--- src/rtl/ngar_mul.sv ---
// ----------------------------------------------------------------------------
// ngar_mul
// Shared signed multiplier with a registered product.
// ----------------------------------------------------------------------------
module ngar_mul #(
	parameter int AW = 32,
	parameter int BW = 26
) (
	input  logic                 clk,
	input  logic                 en,
	input  logic signed [AW-1:0] a,
	input  logic signed [BW-1:0] b,
	output logic signed [AW+BW-1:0] prod
);

	logic signed [AW+BW-1:0] prod_q;

	always_ff @(posedge clk) begin
		if (en) begin
			prod_q <= a * b;
		end
	end

	assign prod = prod_q;

endmodule

--- config.mk ---
export PLATFORM = sky130hd
export DESIGN_NAME = ngar_mul
export DESIGN_NICKNAME = d
export VERILOG_FILES = /design/src/rtl/ngar_mul.sv
export SDC_FILE = /design/constraint.sdc
export NUM_CORES = 2
export LEC_CHECK = 0
export BUFFER_PORTS_ARGS = -buffer_cell sky130_fd_sc_hd__buf_2
export CAP_MARGIN = 10
export CORE_UTILIZATION = 50
export DETAILED_ROUTE_END_ITERATION = 8
export PLACE_DENSITY = 0.67
export SYNTH_ARGS = -nofsm -noshare
export SYNTH_HDL_FRONTEND = slang
export SYNTH_SLANG_ARGS = --single-unit
--- constraint.sdc ---
create_clock -name clk -period 11.59 [get_ports clk]
set_input_delay 2.8975 -clock clk [delete_from_list [all_inputs] [get_ports clk]]
set_output_delay 2.8975 -clock clk [all_outputs]
set_load 0.02 [all_outputs]
# Word level (Yosys, flattened, before mapping)
# Index checks and enable logic that the tools add are counted.
dict set report op_classes {
  n_mul 1
}
# op count
set op_table {}
lappend op_table {{$mul 32x26->58} 1}
dict set report totals {
  regBits 58
  inputBits 60
  out_inout_bits 58
  wordCells 2
}

# Depth between registers and ports, before layout
dict set report logic_depth {
  ltp_word 1
  ltp_mapped 26
  depth_no_buf 25
}

# Least setup slack after synthesis
# Ideal clock, no wire load.
dict set report synth_timing {
  path_kind {input -> register}
  start {in b[2]}
  end {reg prod_q[50], in the netlist prod[50] (data pin)}
  setup_ps 176
  t_arrival_ps 9670
  t_required_ps 11414
  path_slack_ps 1744
  stages 23
  path_buffers 1
  path_cell_list {clkbuf_1 nand2_1 inv_1 fa_1 fa_1 inv_1 fa_1 inv_1 fa_1 fa_1 fa_1 inv_1 fa_1 inv_1 ha_1 a21o_1 a221o_1 a21oi_1 and2b_2 or4b_1 or2_2 a311o_2 o311ai_2}
}
dict set report synth_via {
  elab_chain_cells 1
}
# item line_no
set synth_lines {}
lappend synth_lines {{start, declared} 12} ;# input logic signed [BW-1:0] b,
lappend synth_lines {{$mul 32x26->58} 20} ;# prod_q <= a * b;
lappend synth_lines {{end signal, assigned} 20}
lappend synth_lines {{end, declared} 16} ;# logic signed [AW+BW-1:0] prod_q;
# Every way passes these cells.
# A chain may end at the register's enable or synchronous reset.

# Final worst setup path
dict set report layout_timing {
  start {in b[2]}
  end {reg prod_q[53], in the netlist prod[53] (data pin)}
}
# The elaborated chain is that of the path after synthesis.

==> flow_metrics.env <==
export IMPL_cap_viol_max_count=0
export IMPL_die_area_mm2=0.0629
export IMPL_cts_buffers=9
export IMPL_hold_path_end="prod[51]$_DFFE_PP_"
export IMPL_die_y_um=251
export IMPL_slew_headroom_pct=37.4
export IMPL_synth_compound_area_share_pct=3.70
export IMPL_drive_gt1_share_pct=5.78
export IMPL_grt_pass1_vias=23700
export IMPL_nNetsFinal=4336
export IMPL_syn_nets=4327
export IMPL_synthMostInstantiatedCell="fa_1"
export IMPL_synth_area_top_cells="fa_1 (55%), inv_1 (10%), and2_1 (7.0%)"
export IMPL_rows=90
export IMPL_syn_area_per_cell_um2=9.51
export IMPL_crit_fanout=17
export IMPL_rsz0062_at_grt="no"
export IMPL_synth_largest_area_cell="fa_1"
export IMPL_arrival_ns=11.02
export IMPL_ys_seq_area_share_pct=5.63
export IMPL_h_tree_depth=3
export IMPL_fin_setup_tns_ns=0
export IMPL_clockBufferDepth=2
export IMPL_postCtsResizedCells=0
export IMPL_cts_tree="built"
export IMPL_syn2layout_area_growth_pct=4.78
export IMPL_post_drt_wl_per_cell_um=19.5
export IMPL_dp_hpwl_mm=64.9
export IMPL_grt_overflow_total=0
export IMPL_min_period_ns=10.82
export IMPL_largest_reg_flops=58
export IMPL_period_share_pct=93.3
export IMPL_hold_violations=0
export IMPL_antenna_found_initial=3
export IMPL_synth_simple_gate_area_share_pct=15.2
export IMPL_ys_warn_count=0
export IMPL_drt_iter0_markers=1199
export IMPL_track_usage_pct=27.1
export IMPL_outcome="finished, final reports clean"
export IMPL_grt_pass1_wl_mm=130
export IMPL_via_count=21500
export IMPL_setup_violations=0
export IMPL_critPathLaunchType="input port"
export IMPL_fmax_mhz=92.5
export IMPL_ys_ff_latch=58
export IMPL_cts_sinks=58
export IMPL_ant_nets=0
export IMPL_hp_start="en"
export IMPL_netlist_area_mm2=0.0309
export IMPL_hp_class="input port to flip-flop"
export IMPL_yosys_mux_area_fraction_pct=0
export IMPL_cp_data_required_time_ns=11.79
export IMPL_min_path_cells=1
export IMPL_grt_max_degree=50
export IMPL_io_pins=118
export IMPL_initial_core_util_pct=50.9
export IMPL_synth_flop_cell="edfxtp_1"
export IMPL_end_kind="flip-flop"
export IMPL_firstDrtPassIters=5
export IMPL_tightest_slew_ns=0.931
export IMPL_synth_edf_count=58
export IMPL_synth_top_cell_area_share_pct=55.2
export IMPL_syn_inst=3255
export IMPL_place_gp_congestion=0.925
export IMPL_ctsHoldBuffers=0
export IMPL_synth_xor_xnor_area_share_pct=1.67
export IMPL_synthArstFlopShare_pct=0
export IMPL_core_region_area_mm2=0.0608
export IMPL_io_buffers=117
export IMPL_cts_root_buffer_cell="clkbuf_16"
export IMPL_die_w_um=251
export IMPL_clk_pin_slew_ns=0.07
export IMPL_synth_distinct_cells=70
export IMPL_cts_setup_buffers=0
export IMPL_synth_top_family_by_area="adder cells"
export IMPL_synth_common_cells="fa_1 (854), inv_1 (824), nand2_1 (498)"
export IMPL_finalMaxSlewViolations=0
export IMPL_crit_type="input port to flip-flop"
export IMPL_totalWireLength_mm=79.1
export IMPL_drc=0
export IMPL_via_per_inst=5.31
export IMPL_synthAdderAreaFrac_pct=61.6
-- routing by layer --
metal | vias to the layer above | global-route usage [%] | routed length [µm]
li1 | 9359 | - | -
met1 | 11400 | 35.7 | 32400
met2 | 647 | 46.5 | 39700
met3 | 138 | 4.21 | 4690
met4 | 6 | 7.96 | 2200
met5 | - | 0 | 43
-- placed cells by master (no fill, tap or decap), types with 41 or more instances in the layout --
cell / count
a21oi_1: 62
and2_1: 346
buf_2: 117
edfxtp_1: 58
fa_1: 854
ha_1: 158
inv_1: 824
nand2_1: 498
nor2_1: 51
xnor2_1: 41
-- critical path: stages --
cell and delay [ns]:
buf_2 0.38, nand2_1 0.17, inv_1 0.15, fa_1 0.56, fa_1 0.77, inv_1 0.27
fa_1 0.62, fa_1 0.45, fa_1 0.56, fa_1 0.46, fa_1 0.54, inv_1 0.05
ha_1 0.36, nand4_1 0.20, nor3_1 0.62, o2111ai_1 0.64, a21bo_2 0.42, a211oi_1 0.45
o21ai_0 0.14, a211oi_1 0.28
-- cell type report --
type,count,area [µm²]
Clock buffer,9,225
Tap cell,782,978
Multi-Input combinational cell,2216,25400
Timing Repair Buffer,154,863
Antenna cell,1,2.50
Sequential cell,58,1740
Clock inverter,7,77.6
Fill cell,5571,28400
Inverter,825,3100
-- through the flow --
step	hold WS, ns	setup WS (ns)	utilization (%)	instances	area [µm²]
global route	2.88	0.248	53.3	4051	32400
CTS	2.86	0.765	53.3	4051	32400
floorplan	3.01	1.74	-	3255	30900
detailed placement	3.28	0.368	52.8	4035	32100
global placement	3.28	0.504	52.8	4035	32100
finish	2.87	0.774	53.3	4052	32400
-- worst max-delay path by stage --
| stage | startpoint | to | slack [ns] | cells after the start |
|---|---|---|---|---|
| after detailed placement | b[2] | prod[53]$_DFFE_PP_ | 0.37 | 22 |
| after global routing | b[25] | prod[53]$_DFFE_PP_ | 0.25 | 22 |
| after CTS | b[25] | prod[53]$_DFFE_PP_ | 0.76 | 22 |
| after global placement | b[25] | prod[53]$_DFFE_PP_ | 0.50 | 22 |
| final | b[2] | prod[53]$_DFFE_PP_ | 0.77 | 20 |
| after floorplan | b[2] | prod[50]$_DFFE_PP_ | 1.74 | 23 |
-- logic make-up after synthesis --
group	Yosys count
xor gates and xnor gates	59
DFF	58
adders and majority gates	1012
and+or+nand+nor	971
AOI/OAI and AO/OA	174
buffers and inverters	981
Power is left out: the tool's default activity adds up to more than one toggle a clock period on the data nets, which glitch-free logic cannot reach.
