[config.mk]
export PLATFORM = sky130hd
export DESIGN_NAME = ngar_cfg
export DESIGN_NICKNAME = d
export VERILOG_FILES = /design/src/rtl/ngar_pkg.sv /design/src/rtl/ngar_cfg.sv
export SDC_FILE = /design/constraint.sdc
export NUM_CORES = 1
export LEC_CHECK = 0
export ABC_AREA = 1
export BUFFER_PORTS_ARGS = -buffer_cell sky130_fd_sc_hd__buf_4
export CORE_ASPECT_RATIO = 1.1
export CORE_MARGIN = 4
export CORE_UTILIZATION = 51
export CTS_BUF_LIST = sky130_fd_sc_hd__clkbuf_4
export DETAILED_ROUTE_END_ITERATION = 10
export GPL_TIMING_DRIVEN = 0
export PLACE_DENSITY = 0.8
export SYNTH_ARGS = -nofsm -noshare
export SYNTH_HDL_FRONTEND = slang
export SYNTH_SLANG_ARGS = --single-unit
[constraint.sdc]
create_clock -name clk -period 1 [get_ports clk]
set_input_delay 0.1 -clock clk [delete_from_list [all_inputs] [get_ports clk]]
set_output_delay 0.1 -clock clk [all_outputs]
set_load 0.1 [all_outputs]
[src/rtl/ngar_pkg.sv]
// ----------------------------------------------------------------------------
// ngar_pkg
// Shared types and constants for the noise gate with attack/release smoothing.
// ----------------------------------------------------------------------------
package ngar_pkg;

	localparam int SAMPLE_BITS_DEF = 24;
	localparam int FRAC_BITS_DEF   = 24;

	localparam int DATA_W = 32;
	localparam int ADDR_W = 4;

	// reset values of the configuration registers
	localparam logic [31:0] THRESHOLD_RST = 32'd8389;
	localparam logic [31:0] ATTACK_RST    = 32'd376158;
	localparam logic [31:0] RELEASE_RST   = 32'd3804;
	localparam logic [31:0] FLOOR_RST     = 32'd1678;

	typedef enum logic [1:0] {
		REG_THRESHOLD,
		REG_ATTACK,
		REG_RELEASE,
		REG_FLOOR
	} reg_idx_t;

	typedef enum logic [2:0] {
		ST_IDLE,
		ST_SMOOTH,
		ST_LEVEL,
		ST_GAIN,
		ST_SCALE,
		ST_APPLY,
		ST_WRITE
	} st_t;

	// operand selection for the shared multiplier
	typedef enum logic [1:0] {
		OP_SMOOTH,
		OP_GAIN,
		OP_OUT
	} op_sel_t;

	typedef struct packed {
		logic    load;
		logic    mul_en;
		op_sel_t op;
		logic    level_we;
		logic    gain_we;
		logic    out_we;
	} ctrl_t;

endpackage

[src/rtl/ngar_cfg.sv]
// ----------------------------------------------------------------------------
// ngar_cfg
// APB register file: threshold, attack/release coefficients and range floor.
// ----------------------------------------------------------------------------
module ngar_cfg
	import ngar_pkg::*;
#(
	parameter int SAMPLE_BITS = SAMPLE_BITS_DEF,
	parameter int FRAC_BITS   = FRAC_BITS_DEF
) (
	input  logic                   clk,
	input  logic                   arst_n,
	input  logic                   psel,
	input  logic                   penable,
	input  logic                   pwrite,
	input  logic [ADDR_W-1:0]      paddr,
	input  logic [DATA_W-1:0]      pwdata,
	output logic [DATA_W-1:0]      prdata,
	output logic                   pready,
	output logic [SAMPLE_BITS-1:0] threshold_mag,
	output logic [FRAC_BITS:0]     attack_coeff,
	output logic [FRAC_BITS:0]     release_coeff,
	output logic [FRAC_BITS:0]     range_floor
);

	logic [SAMPLE_BITS-1:0] threshold_q;
	logic [FRAC_BITS:0]     attack_q;
	logic [FRAC_BITS:0]     release_q;
	logic [FRAC_BITS:0]     floor_q;
	reg_idx_t               idx;
	logic                   wr_en;

	assign idx    = reg_idx_t'(paddr[3:2]);
	assign wr_en  = psel && penable && pwrite;
	assign pready = 1'b1;

	always_ff @(posedge clk or negedge arst_n) begin
		if (!arst_n) begin
			threshold_q <= THRESHOLD_RST[SAMPLE_BITS-1:0];
			attack_q    <= ATTACK_RST[FRAC_BITS:0];
			release_q   <= RELEASE_RST[FRAC_BITS:0];
			floor_q     <= FLOOR_RST[FRAC_BITS:0];
		end else if (wr_en) begin
			unique case (idx)
				REG_THRESHOLD: threshold_q <= pwdata[SAMPLE_BITS-1:0];
				REG_ATTACK:    attack_q    <= pwdata[FRAC_BITS:0];
				REG_RELEASE:   release_q   <= pwdata[FRAC_BITS:0];
				REG_FLOOR:     floor_q     <= pwdata[FRAC_BITS:0];
			endcase
		end
	end

	always_comb begin
		unique case (idx)
			REG_THRESHOLD: prdata = DATA_W'(threshold_q);
			REG_ATTACK:    prdata = DATA_W'(attack_q);
			REG_RELEASE:   prdata = DATA_W'(release_q);
			REG_FLOOR:     prdata = DATA_W'(floor_q);
		endcase
	end

	assign threshold_mag = threshold_q;
	assign attack_coeff  = attack_q;
	assign release_coeff = release_q;
	assign range_floor   = floor_q;

endmodule

==> flow_results.org, run 1 <==
** Run status
- The run stopped with a tool error.
- The run ended at 4_1_cts.
- The first error in the log reads "[ERROR DPL-0033] detailed placement checks failed during check placement".

** Placement
- Final weighted congestion of routability-driven global placement :: slightly below 0.9
- During placement, the flow inserted port buffers numbering 153.
- Placed cell areas :: 6570 um^2
- HPWL Detailed :: 11,000 um
- Placed cell count :: 859

** Clocking
- In this run, CTS created clock tree buffers numbering 9.
- Maximum buffer depth of the clock tree :: 2
- In this run, post-CTS repair resized a total of 387 instances.
- Number of clock sinks :: 99
- Buffers added to address setup during post-CTS repair amount to 38.
- Clock root buffer :: sky130_fd_sc_hd__clkbuf_4
- The H-tree generated during clock tree synthesis spans 3 levels.
- Post-cts hold buffer count :: 25

** Floorplanning
- Top-Level Pins :: between 150 and 200
- For this configuration, the core starts out at a cell density of 0.531.
- Measured along the x axis, the die boundary spans about 100 um.
- The die is 109 um tall.
- In this run the core area contains 36 standard-cell rows.

** Yosys
- In this run, synthesis produced a sequential element count of 99.
- Mean cell area of the mapped netlist :: approximately 8 um^2
- After synthesis, the largest family of logic cells by area is simple AND/OR/NAND/NOR gates.
- Yosys printed 0 warnings.
- Of the total synthesized cell area, the portion taken by XOR and XNOR cells is 0.
- Synth Area in Compound Gates :: 0
- Area of the mapped netlist :: 4760 um^2
- Number of distinct library cells after synthesis :: 18
- Mux cell area share after synthesis :: 0
- Post-synthesis simple-gate area fraction :: 0.398
- Cell count after synthesis :: 586
- Of the total synthesized cell area, the portion taken by full adders, half adders and majority gates is 0.
- The share of the Yosys chip area taken by registers is 0.529.
cell usage after synthesis:
cell / count / area, um^2
sky130_fd_sc_hd__nor2_8: 1 / 20.0
sky130_fd_sc_hd__nand4_1: 24 / 150
sky130_fd_sc_hd__inv_1: 1 / 3.75
sky130_fd_sc_hd__buf_6: 14 / 158
sky130_fd_sc_hd__inv_2: 3 / 11.3
sky130_fd_sc_hd__inv_4: 2 / 12.5
sky130_fd_sc_hd__nand2_2: 3 / 18.8
sky130_fd_sc_hd__conb_1: 2 / 7.51
sky130_fd_sc_hd__nand3_1: 73 / 365
sky130_fd_sc_hd__dfrtp_1: 67 / 1680
sky130_fd_sc_hd__clkbuf_1: 8 / 30.0
sky130_fd_sc_hd__dfstp_2: 32 / 841
sky130_fd_sc_hd__buf_4: 10 / 75.1
sky130_fd_sc_hd__nand2_1: 326 / 1220
sky130_fd_sc_hd__nand2_4: 4 / 45.0
sky130_fd_sc_hd__nor2_4: 5 / 56.3
sky130_fd_sc_hd__buf_2: 10 / 50.1
sky130_fd_sc_hd__nand3_4: 1 / 17.5
stage by stage:
step	setup slack (ns)	TNS, ns
2_1_floorplan	-0.773	-18.20
3_3_place_gp	-0.624	-36.48
3_5_place_dp	-0.637	-39.14
kinds of logic after synthesis:
family,Yosys count
AND/OR/NAND/NOR,437
buffers and inverters,48
flip-flops,99
other,2
==> run 2, diff against run 1 <==
CORE_ASPECT_RATIO = default   (was 1.1)
CORE_UTILIZATION = 40   (was 51)
CTS_BUF_LIST = default   (was sky130_fd_sc_hd__clkbuf_4)
PLACE_DENSITY = default   (was 0.8)
PLACE_DENSITY_LB_ADDON = 0.15   (was default)
==> run 2 against run 1 <==
  * The flow now finishes, with violations (negative hold slack, negative setup slack)
  * Synthesized cell count stayed put
  * Synthesized area unchanged
==> flow_results.org, run 2 <==
** GRT
- Global Route Usage Sum :: 0.295
- The first global-routing pass estimated 30,200 um of wire.
- The number of antenna violations at the first check in global routing came to 0.
- Total overflow reported by the global router :: 0
- Largest net degree at the start of global routing :: 100
- The via count of the first global-routing pass was 5,444.

** Cells and area
- Fill cell count :: roughly 690
- Share of the core filled with cells :: 0.802
- Summing all flip-flop and latch instances after layout gives 2810 um^2.
- In the final design database the tool counted 868 nets.
- Leading cell type in the layout, fill and taps excluded :: sky130_fd_sc_hd__nand2_1
- Multi-input logic area :: 2170 um^2
- Antenna diode count :: 0
- In the layout the commonest cells are sky130_fd_sc_hd__nand2_1, sky130_fd_sc_hd__buf_12, sky130_fd_sc_hd__buf_6.
- Synth-to-Final Area Change :: 94.0%
- Of the cells placed in the final design, the portion with a size suffix greater than 1 is 0.510.

** Clocking
- In this run the number of H-tree levels came out at 3.
- Counting the buffers created by CTS gives 9.
- Clock latency on the worst-skew pair, taken at its later pin, is 0.35 ns.
- The tree is rooted in a sky130_fd_sc_hd__clkbuf_16.
- Clock-pin slew was measured on the worst setup and hold paths at 0.07 ns.
- CTS saw 99 sinks.
- Maximum buffer depth of the clock tree :: 2
- TritonCTS clock tree :: yes
- Post-cts hold buffer count :: 24

** Critical path
- The largest single stage delay on the critical path is 0.65 ns.
- Worst r2r dst :: range_floor[7]$_DFFE_PN1P_
- CP Data Required Time :: 0.90 ns
- Cell with the biggest individual delay on the critical path :: sky130_fd_sc_hd__dfstp_4
- The critical path goes through nand3_2 -> nand4_1 -> buf_12.
- Critical path data arrival time :: 1.48 ns
- RR Startpoint :: range_floor[7]$_DFFE_PN1P_
- STA classifies the critical path endpoint as an output port.
- Worst reg-to-reg setup slack :: -0.05 ns
- Maximum fanout along the worst path :: 3
- Worst-case reg-to-reg path depth :: 4
- Critical Path Start :: release_coeff[7]$_DFFE_PN1P_
- STA classifies the critical path startpoint as a flop.
- Worst setup endpoint :: prdata[7]
- The worst setup path is of the flop to output port kind.

** Power
- The share of total power dissipated in combinational logic is 0.590.
- Of the total power, registers draw 0.257.
- P_sw :: around 13 mW
- Clock share of power :: 0.153
- Internal power comes to ~13 mW.
- Worst ir drop on vdd :: around 1600 uV
- Summed over all cells, the static leakage comes to 4.31 nW.
- Power per cell area :: 2770 nW/um^2
- Of the total power, the share spent switching nets is 0.492.

** Timing
- The smallest clock period supported by the final layout is computed as 1.58 ns.
- Slew at the pin with the worst max-slew slack :: 0.928 ns
- Worst Hold Slack :: -0.150 ns
- Max-slew violation count :: 0
- Final hold violations :: 67
- Worst slew margin relative to its limit :: 0.381
- Setup Skew :: 0 ns
- Of the available clock period, the critical path in the final layout requires 1.58.
- Max frequency :: about 630 MHz
- Worst Slack Setup Final :: -0.582 ns
- Final setup fails :: 126
- Setup repair after global routing missed its margin :: yes
- Final setup TNS :: -29.82 ns

** Floorplanning
- Initial core utilization :: 0.414
- Top-Level Pins :: roughly 170
- The die is 117 um tall.
- The floorplan step defined a core boundary enclosing 11,500 um^2.
- Die outline width :: roughly 120 um
- The floorplan has 39 rows.
- DIE AREA :: 13,700 um^2

** Yosys
- The synthesized design spends more area on one cell type than any other, namely sky130_fd_sc_hd__dfrtp_1.
- Synthesis inferred 99 register bits.
- Cell count after synthesis :: 586
- Fraction of the yosys area taken by sequential cells :: 0.529
- Fraction of registers with async set or reset after synthesis :: 1.00
- During synthesis, Yosys emitted a total of 0 warnings.
- The synthesized netlist contains 18 unique library cells.
- Mean cell area of the mapped netlist :: 8.13 um^2
- Number of flops mapped to enable cells by yosys :: 0
- In the post-synthesis netlist, the cell with the most instances is sky130_fd_sc_hd__nand2_1.
- Prevailing post-synth register cell :: sky130_fd_sc_hd__dfrtp_1
- Area of the mapped netlist :: roughly 4800 um^2
- Leading post-synthesis cells by instance count :: sky130_fd_sc_hd__nand2_1, sky130_fd_sc_hd__nand3_1, sky130_fd_sc_hd__dfrtp_1
- By area the synthesized netlist is led by sky130_fd_sc_hd__dfrtp_1, sky130_fd_sc_hd__nand2_1, sky130_fd_sc_hd__dfstp_2.
- Yosys top cell area share :: 0.352

** Routing
- In the routed design, unresolved DRC markers number 0.
- Using the TritonRoute via totals, the vias-per-cell ratio works out to approximately 5.4.
- The detail route stage leaves a number of antenna-violating nets equal to 0.
- The detailed router finished its first iteration with 517 violations.
- In the final routed layout, each cell accounts on average for 20.7 um.
- For this block, the routed nets add up to 20,200 um of wire.
- Detailed routing inserted a total of 5,222 vias.
- Before antenna repair, the detailed router went through 5 iterations.

** Placement
- Input/output buffers :: 153
- Detailed placement ended at an HPWL of 11,700 um.
- The congestion estimate from routability-driven global placement came to roughly 0.83.

** Run status
- Violated checks :: negative hold slack, negative setup slack
- The run finished, with violations left.

** Run
- Across the run, the number of max-cap violations was 0.

** Min path
- The worst hold path belongs to the class input port to asynchronous set/reset pin.
## run 2: cell counts after synthesis
Identical to the previous run, type by type.
## run 2: critical path, delay by kind of cell, from the launching register on
kind / cells / cell delay, ns
AND/OR/NAND/NOR: 2 / 0.27
buffers and inverters: 1 / 0.21
flip-flops: 1 / 0.65
## run 2: area by class of cell
class | count | share of cell area
plain buffers | 42 | 0.0371
flip-flops and latches | 99 | 0.304
multi-input cells | 445 | 0.235
well taps | 143 | 0.0194
inverters | 6 | 0.00298
clock buffers | 12 | 0.0279
clock inverters | 4 | 0.00799
repair buffers | 224 | 0.365
## run 2: worst min-delay path by stage
stage | from | end | slack (ns) | cells past startpoint
floorplan | arst_n | attack_coeff[0]$_DFFE_PN0P_ | -0.20 | 0
global placement | pwdata[24] | attack_coeff[24]$_DFFE_PN0P_ | 0.33 | 3
detailed placement | pwdata[24] | range_floor[24]$_DFFE_PN0P_ | 0.33 | 3
CTS | arst_n | threshold_mag[18]$_DFFE_PN0P_ | -0.1 | 1
global route | arst_n | threshold_mag[18]$_DFFE_PN0P_ | -0.07 | 1
finish | arst_n | threshold_mag[18]$_DFFE_PN0P_ | -0.15 | 1
## run 2: what timing repair did
action                     CTS  global route
gates resized for setup    397            36
hold endpoints to repair   154            67
buffers inserted            28            28
pin swaps                   19            10
setup endpoints to repair  160           126
## run 2: kinds of logic (layout without fill, tap and decap cells)
kind of cell,count (synthesis),after routing,synth area share
other cells,2,8,0.00158
flops,99,99,0.529
buf+inv,48,288,0.0715
simple gates,437,437,0.398
## run 2: power by group through the flow
stage	Sequential [mW]	Clock [mW]	Combinational [mW]
2_1_floorplan	12.3	0	2.84
3_3_place_gp	6.29	0	11.1
3_5_place_dp	6.32	0	11.2
4_1_cts	6.57	3.93	14.5
5_1_grt	6.67	4.11	15.5
6_report	6.57	3.92	15.1
## run 2: metal layers
layer | up-vias | track usage | part of all wire
met3 | 63 | 0.0494 | 0.070
met4 | 0 | 0.142 | 0.036
met5 | - | 0 | 0
met1 | 2552 | 0.368 | 0.37
met2 | 278 | 0.497 | 0.52
li1 | 2329 | - | -
## run 2: metrics by stage
| step | setup WS (ns) | area (um^2) | total power, mW | std cells |
|---|---|---|---|---|
| after floorplan | -0.773 | 5270 | 15.2 | 592 |
| after global placement | -0.665 | 6600 | 17.4 | 888 |
| after detailed placement | -0.698 | 6600 | 17.5 | 888 |
| after CTS | -0.546 | 8980 | 25.0 | 956 |
| after global routing | -0.597 | 9240 | 26.3 | 975 |
| final | -0.582 | 9240 | 25.6 | 975 |
(Power assumes the default switching activity.)
