**config.mk**
```make
export PLATFORM = sky130hd
export DESIGN_NAME = ngar_ctrl
export DESIGN_NICKNAME = d
export VERILOG_FILES = /design/src/rtl/ngar_pkg.sv /design/src/rtl/ngar_ctrl.sv
export SDC_FILE = /design/constraint.sdc
export NUM_CORES = 1
export LEC_CHECK = 0
export BUFFER_PORTS_ARGS = -buffer_cell sky130_fd_sc_hd__clkbuf_2
export CAP_MARGIN = 20
export CORE_AREA = 8 8 45 47
export CTS_CLUSTER_SIZE = 10
export DETAILED_ROUTE_END_ITERATION = 7
export DIE_AREA = 0 0 53 55
export MAX_ROUTING_LAYER = met4
export PLACE_DENSITY_LB_ADDON = 0.15
export SLEW_MARGIN = 20
export SYNTH_ARGS = -nofsm -noshare
export SYNTH_HDL_FRONTEND = slang
export SYNTH_SLANG_ARGS = --single-unit
```
**constraint.sdc**
```tcl
create_clock -name clk -period 1.1 [get_ports clk]
set_clock_uncertainty 0.15 [all_clocks]
set_input_delay 0.11 -clock clk [delete_from_list [all_inputs] [get_ports clk]]
set_output_delay 0.11 -clock clk [all_outputs]
set_load 0.01 [all_outputs]
```
**src/rtl/ngar_pkg.sv**
```systemverilog
// ----------------------------------------------------------------------------
// ngar_pkg
// Shared types and constants for the noise gate with attack/release smoothing.
// ----------------------------------------------------------------------------
package ngar_pkg;

	localparam int SAMPLE_BITS_DEF = 24;
	localparam int FRAC_BITS_DEF   = 24;

	localparam int DATA_W = 32;
	localparam int ADDR_W = 4;

	// reset values of the configuration registers
	localparam logic [31:0] THRESHOLD_RST = 32'd8389;
	localparam logic [31:0] ATTACK_RST    = 32'd376158;
	localparam logic [31:0] RELEASE_RST   = 32'd3804;
	localparam logic [31:0] FLOOR_RST     = 32'd1678;

	typedef enum logic [1:0] {
		REG_THRESHOLD,
		REG_ATTACK,
		REG_RELEASE,
		REG_FLOOR
	} reg_idx_t;

	typedef enum logic [2:0] {
		ST_IDLE,
		ST_SMOOTH,
		ST_LEVEL,
		ST_GAIN,
		ST_SCALE,
		ST_APPLY,
		ST_WRITE
	} st_t;

	// operand selection for the shared multiplier
	typedef enum logic [1:0] {
		OP_SMOOTH,
		OP_GAIN,
		OP_OUT
	} op_sel_t;

	typedef struct packed {
		logic    load;
		logic    mul_en;
		op_sel_t op;
		logic    level_we;
		logic    gain_we;
		logic    out_we;
	} ctrl_t;

endpackage

```
**src/rtl/ngar_ctrl.sv**
```systemverilog
// ----------------------------------------------------------------------------
// ngar_ctrl
// Sequencer: three multiplier passes per sample, each followed by a post step.
// ----------------------------------------------------------------------------
module ngar_ctrl
	import ngar_pkg::*;
(
	input  logic  clk,
	input  logic  arst_n,
	input  logic  in_valid,
	input  logic  out_hold,
	output logic  in_ready,
	output ctrl_t ctrl
);

	st_t state_q;
	st_t state_d;

	always_ff @(posedge clk or negedge arst_n) begin
		if (!arst_n) begin
			state_q <= ST_IDLE;
		end else begin
			state_q <= state_d;
		end
	end

	always_comb begin
		state_d = state_q;
		unique case (state_q)
			ST_IDLE:   if (in_valid) state_d = ST_SMOOTH;
			ST_SMOOTH: state_d = ST_LEVEL;
			ST_LEVEL:  state_d = ST_GAIN;
			ST_GAIN:   state_d = ST_SCALE;
			ST_SCALE:  state_d = ST_APPLY;
			ST_APPLY:  state_d = ST_WRITE;
			ST_WRITE:  if (!out_hold) state_d = ST_IDLE;
			default:   state_d = ST_IDLE;
		endcase
	end

	always_comb begin
		ctrl          = '0;
		ctrl.op       = OP_SMOOTH;
		in_ready      = 1'b0;
		unique case (state_q)
			ST_IDLE: begin
				in_ready  = 1'b1;
				ctrl.load = in_valid;
			end
			ST_SMOOTH: begin
				ctrl.mul_en = 1'b1;
				ctrl.op     = OP_SMOOTH;
			end
			ST_LEVEL:  ctrl.level_we = 1'b1;
			ST_GAIN: begin
				ctrl.mul_en = 1'b1;
				ctrl.op     = OP_GAIN;
			end
			ST_SCALE:  ctrl.gain_we = 1'b1;
			ST_APPLY: begin
				ctrl.mul_en = 1'b1;
				ctrl.op     = OP_OUT;
			end
			ST_WRITE:  ctrl.out_we = !out_hold;
			default:   ctrl.op = OP_SMOOTH;
		endcase
	end

endmodule

```
# --- After elaboration in Yosys (flattened, before gate mapping) ---
# Cells that the tools add are included.
op_classes:
  add_sub_neg: 0
  mul: 0
  div: 0
  magnitude_cmp: 0
  n_eq_ne: 8
  n_shift: 0
  muxes: 10
  n_bitwise: 0
  reduce_logical: 4
op_table:
  columns: ["cell", "count"]
  rows:
  - ["3-bit one-hot mux with 7 select lines", 1]
  - ["3-bit == test, second input constant", 3]
  - ["3-bit by 2-bit == test with 1-bit output, second input constant", 2]
  - ["1-bit 2-to-1 mux", 6]
  - ["3-bit 2-to-1 mux", 2]
  - ["2-bit != test, second input constant", 2]
  - ["2-bit one-hot mux with 2 select lines", 1]
  - ["3-bit by 1-bit == test with 1-bit output, second input constant", 1]
  - ["3-bit zero test", 1]
  - ["3-bit OR reduction", 1]
  - ["2-bit AND reduction", 1]
  - ["1-bit zero test", 1]
totals:
  regBits: 3
  latch_bits: 0
  ram_bits: 0
  rom_bits: 0
  output_inout_bits: 8
  word_cells: 23
  memories: 0

# --- Longest topological paths before layout ---
# Gate-level depths: netlist (run 1).
depth:
  word_depth: 3
  mapped_depth: 3
  mapped_depth_nobuf: 3

# --- Worst setup path after synthesis (run 1) ---
# No wires, ideal clock.
synth_path:
  path_type: "register -> output"
  from: "register state_q[1]"
  to: "output port ctrl[6] (netlist name)"
  t_arrival_ns: 1.063
  slack_ns: -0.223
  path_stages_with_launch: 4
  path_buffers: 1
  path_cell_list: "dfrtp_1 > buf_2 > nor3_1 > and2_1"
synth_lines:
  columns: ["item", "line", "rtl"]
  rows:
  - ["start, declared", "ngar_ctrl.sv:16", "st_t state_q;"]
  - ["start signal, assigned", "ngar_ctrl.sv:23", "state_q <= state_d;"]
  - ["end, declared", "ngar_ctrl.sv:13", "output ctrl_t ctrl"]

==> results of run 1 <==
-- cells by family after synthesis --
group           after synthesis  synth area share (%)
compound gates                5                  17.9
buf+inv                       3                  6.89
flops                         3                  41.4
simple gates                 11                  33.8
-- power groups by stage --
stage                     Sequential, mW  Clock [mW]  Combinational [mW]
after floorplan                    0.237           0               0.332
after global placement             0.302           0               0.450
after detailed placement           0.303           0               0.450
after CTS                          0.295       0.202               0.656
after global routing               0.329       0.218               0.826
final                              0.311       0.193               0.756
-- per-stage QoR --
| stage | cell area, um^2 | TNS [ps] | instances | hold slack [ps] | setup slack, ps |
|---|---|---|---|---|---|
| 2_1_floorplan | 200 | -70.5 | 22 | -336 | -39.1 |
| 3_3_place_gp | 278 | -645 | 49 | -243 | -103 |
| 3_5_place_dp | 278 | -662 | 49 | -238 | -108 |
| 4_1_cts | 372 | -2290 | 59 | 14.1 | -316 |
| 5_1_grt | 403 | -2720 | 60 | 27.4 | -340 |
| 6_report | 403 | -2120 | 60 | 14.8 | -289 |
-- cells in the final DEF, fill, tap and decap left out, drive strengths merged --
cell type    count
buf             12
clkbuf          10
nor3             4
dfrtp            3
nor2             3
nand2b           2
inv              2
o21ai            2
a21boi           1
and2             1
and3             1
a211oi           1
a21o             1
dlygate4sd3      1
-- routing by layer --
layer | part of all wire [%] | global-route usage [%] | vias to the layer above
met1 | 37 | 4.42 | 120
met5 | 0 | - | -
met3 | 3.9 | 1.87 | 2
met4 | 2.6 | 6.47 | 0
met2 | 56 | 9.77 | 9
li1 | - | - | 119
-- worst reg2reg max path, stage by stage, from the launching register on --
cell and delay (ps):
dfrtp_2 440, buf_4 160, buf_4 130, nor3_2 140, a211oi_1 60
-- cell usage after synthesis --
library cell  number  share of area, %
a211oi_1           1               4.1
a21boi_0           1               4.1
a21o_1             1               4.1
and2_1             1               3.5
and3_4             1               6.2
buf_2              1               2.8
dfrtp_1            3                41
inv_1              1               2.1
inv_2              1               2.1
nand2b_1           2               6.9
nor2_1             3               6.2
nor3_1             4                11
o21ai_0            2               5.5
-- worst paths after layout --
path                                   startpoint                endpoint  slack [ps]  cells past startpoint
hold reg to reg            state_q[0]$_DFFE_PN0P_  state_q[0]$_DFFE_PN0P_         480                      2
hold / removal                           in_valid  state_q[0]$_DFFE_PN0P_          10                      3
min in group asynchronous                  arst_n  state_q[2]$_DFFE_PN0P_          60                      2
max in group asynchronous                  arst_n  state_q[0]$_DFFE_PN0P_         620                      2
setup reg to reg           state_q[2]$_DFFE_PN0P_  state_q[0]$_DFFE_PN0P_         -90                      4
setup / recovery           state_q[0]$_DFFE_PN0P_                 ctrl[3]        -290                      3
-- cell type report --
class                      instances  area, um^2  area share (%)
clock buffer                       4        26.3            6.52
inverter                           2        7.51            1.86
timing repair buffer              19         128            31.7
tap                               16        20.0            4.97
sequential                         3        78.8            19.6
multi-input combinational         16         143            35.4
-- timing repair --
item	4_1_cts	5_1_grt
buffers inserted	5	1
hold buffers	1	0
resized for setup	7	11
setup endpoints to repair	11	11
pin swaps	1	1
hold endpoints to repair	3	0
==> out/results.tsv, run 1 <==
stage	metric	value	unit
grt	track_usage	5.69	%
final_layout	drive_gt1_share	79.5	%
clocking	cts_inserted_buffers	3	
grt	grt_pass1_wl	1.12	mm
die	fp.dieW	53	um
clocking	cts_buffer_depth	2	
final_layout	largest_register	state_q	
grt	grt_pass1_vias	279	
die	core	1380	um^2
final_layout	fillCellCount	161	
sta	slew_headroom	85.4	%
setup_path	worstPathCellList	buf_4, and3_4, clkbuf_2	
yosys	netlist_area	181	um^2
pwr	ir_worst_vdd	0.00102	V
detailed_routing	drcViolationCount	0	
die	io_pins	12	
yosys	yosysSeqAreaShare	41.4	%
pwr	power_leakage	0.204	nW
yosys	ys_types	13	
setup_path	end_kind	primary output	
worst_hold_path	min_path_type	in2reg	
final_layout	syn_to_final_growth	122	%
setup_path	crit_arrival	1130	ps
detailed_routing	ant_nets	0	
pwr	intPower	0.751	mW
yosys	syn_area_per_cell	8.25	um^2
run_status	outcome	finished with violations	
final_layout	largest_reg_flops	3	
sta	drv_slew	0	
detailed_routing	wl_per_cell	12.0	um
clocking	cts_root_buf	clkbuf_4	
clocking	clkTransAtPathRegs	40	ps
sta	setup_viol	10	
die	dieArea	2920	um^2
die	die_h	55	um
setup_path	crit_path_max_incr_delay	440	ps
yosys	syn_inst	22	
clocking	htree_levels	1	
run_status	violations	setup timing	
yosys	synth_nets	26	
setup_path	critPathTopFamily	flip-flops	
yosys	synth_warnings	0	
die	initial_core_util	13.1	%
pwr	comb_power_share	60.0	%
grt	grt_overflow	0	
detailed_routing	drt-vias-per-instance	4.17	
final_layout	finish.utilization	29.1	%
die	core.rowCount	14	
sta	finalWorstSetupSlack	-289	ps
sta	period_share	126	%
final_layout	nets	49	
setup_path	cp_max_fo	6	
pwr	switching_share	40.4	%
placement	gp_congestion	0.646	
grt	antenna_found_initial	0	
sta	hold_viol	0	
pwr	p_total	1.26	mW
detailed_routing	wl	720	um
placement	io_buffers	11	
final_layout	diodes	0	
sta	min_period	1390	ps
pwr	seqPwrFrac	24.7	%
clocking	cts.sinks	3	
clocking	cts_tree	yes	
setup_path	crit_type	reg2out	
yosys	ys_ff_latch	3	
detailed_routing	vias	250	
flow_run	cap_viol_max_count	0	
setup_path	start_kind	register	
final_layout	top_regs	state_q: 3 flops	
clocking	clk_latency	230	ps
grt	grt_max_degree	9	
pwr	powerDensity	3130	nW/um^2
pwr	clkPwrFrac	15.3	%
setup_path	required	840	ps
setup_path	crit_buf_inv	2	
pwr	p_sw	0.509	mW
sta	tightest_slew	218	ps
sta	max_freq	0.720	GHz
setup_path	crit_slowest_cell	dfrtp_2	
sta	rsz0062_at_grt	true	
detailed_routing	drtIter0Drc	2	
detailed_routing	first_pass_iters	2	
(Power assumes the default switching activity.)
==> inputs of run 2 (changes only) <==
==> constraint.sdc (replaced) <==
create_clock -name clk -period 1.1 [get_ports clk]
set_clock_uncertainty 0.15 [all_clocks]
set_input_delay 0.055 -clock clk [delete_from_list [all_inputs] [get_ports clk]]
set_output_delay 0.055 -clock clk [all_outputs]
set_load 0.01 [all_outputs]
==> out/results.tsv, run 2 (same netlist as run 1, synthesis figures left out) <==
stage	metric	value	unit
pwr	ir_worst_vdd	0.000842	V
flow_run	cap_viol_max_count	0	
run_status	violations	setup timing	
clocking	cts_tree	yes	
grt	antenna_found_initial	0	
setup_path	start_kind	register	
clocking	cts_root_buf	clkbuf_4	
die	die_h	55	um
sta	slew_headroom	88.9	%
sta	max_freq	0.731	GHz
final_layout	largest_reg_flops	3	
worst_hold_path	min_path_type	in2reg	
run_status	outcome	finished with violations	
grt	grt_overflow	0	
detailed_routing	drtIter0Drc	5	
final_layout	final_cell_mix	5 x buf_2, 5 x buf_6, 5 x buf_4	
placement	dp_hpwl	425	um
final_layout	syn_to_final_growth	146	%
pwr	powerDensity	3030	nW/um^2
detailed_routing	ant_nets	0	
detailed_routing	wl_per_cell	11.3	um
final_layout	drive_gt1_share	72.3	%
final_layout	top_regs	state_q: 3 flops	
sta	tns	-1920	ps
setup_path	required	890	ps
placement	io_buffers	11	
pwr	p_total	1.35	mW
setup_path	r2r-start	state_q[1]$_DFFE_PN0P_	
sta	drv_slew	0	
clocking	clk_latency	230	ps
final_layout	fillCellCount	150	
die	dieArea	2920	um^2
final_layout	finish.utilization	32.2	%
die	initial_core_util	13.1	%
clocking	clkTransAtPathRegs	30	ps
detailed_routing	drt-vias-per-instance	3.98	
grt	grt_pass1_vias	278	
detailed_routing	drcViolationCount	0	
setup_path	r2r_setup_slack	-90	ps
setup_path	crit_arrival	1160	ps
clocking	htree_levels	1	
setup_path	crit_type	reg2out	
sta	min_period	1370	ps
sta	tightest_slew	164	ps
clocking	cts_inserted_buffers	3	
worst_hold_path	hold_depth	3	
final_layout	nets	52	
grt	grt_max_degree	8	
setup_path	end_kind	primary output	
worst_hold_path	hold_start	in_valid	
sta	rsz0062_at_grt	true	
detailed_routing	first_pass_iters	4	
setup_path	reg2regPathDepth	4	
detailed_routing	wl	715	um
sta	setup_viol	10	
sta	hold_viol	0	
setup_path	reg2reg_to	state_q[0]$_DFFE_PN0P_	
clocking	cts_buffer_depth	2	
clocking	cts.sinks	3	
sta	finalWorstSetupSlack	-267	ps
final_layout	largest_register	state_q	
die	core	1380	um^2
die	io_pins	12	
die	fp.dieW	53	um
placement	gp_congestion	0.703	
sta	period_share	124	%
pwr	power_leakage	0.218	nW
grt	grt_pass1_wl	1.15	mm
die	core.rowCount	14	
final_layout	diodes	0	
worst_hold_path	hold_end	state_q[0]$_DFFE_PN0P_	
setup_path	cp_max_fo	6	
grt	track_usage	5.64	%
detailed_routing	vias	251	
==> run 2: per-layer routing <==
| layer | wire [um] | vias to the layer above | global-route usage, % |
|---|---|---|---|
| met2 | 385 | 10 | 8.20 |
| met4 | 9 | 0 | 5.17 |
| met1 | 262 | 114 | 5.50 |
| li1 | - | 125 | - |
| met5 | 0 | - | - |
| met3 | 58 | 2 | 2.67 |
==> run 2: repair_timing <==
action,in CTS,in global routing
gates resized for setup,10,14
hold endpoints to repair,4,0
setup endpoints to repair,10,10
buffers inserted,4,4
hold buffers,3,0
pin swaps,4,4
==> run 2: layout make-up <==
class | count | area [um^2] | area share [%]
clock buffers | 4 | 26.3 | 5.90
inverters | 2 | 10.0 | 2.25
multi-input cells | 16 | 141 | 31.7
flip-flops and latches | 3 | 78.8 | 17.7
well taps | 16 | 20.0 | 4.49
repair buffers | 22 | 169 | 37.9
==> run 2: worst max-delay path, stage by stage, from the launching register on <==
cell	delay, ps
dfrtp_2	460
nor3_4	200
and2_1	140
buf_2	120
==> run 2: worst max path at each step <==
stage                                 startpoint      end  slack [ps]  cells past startpoint
final                     state_q[1]$_DFFE_PN0P_  ctrl[6]        -270                      3
after global routing      state_q[1]$_DFFE_PN0P_  ctrl[6]        -320                      3
after CTS                 state_q[2]$_DFFE_PN0P_  ctrl[6]        -270                      3
after detailed placement  state_q[0]$_DFFE_PN0P_  ctrl[0]         -80                      3
after global placement    state_q[0]$_DFFE_PN0P_  ctrl[0]         -60                      3
after floorplan           state_q[1]$_DFFE_PN0P_  ctrl[6]         -20                      3
==> run 2: power breakdown <==
group	internal, mW	switching (mW)	leakage, nW	total, mW
registers	0.177	0.145	0.0334	0.322
logic	0.496	0.339	0.169	0.835
clock network	0.136	0.0583	0.0150	0.194
total	0.809	0.542	0.218	1.35
==> run 2: metrics by stage <==
stage,std cells,setup WS [ps],hold WS [ps],cell area (um^2)
floorplan,22,-19.1,-391,194
global placement,48,-60.7,-294,264
detailed placement,48,-80.7,-296,264
CTS,59,-274,19.0,382
global route,63,-324,27.2,445
finish,63,-267,5.83,445
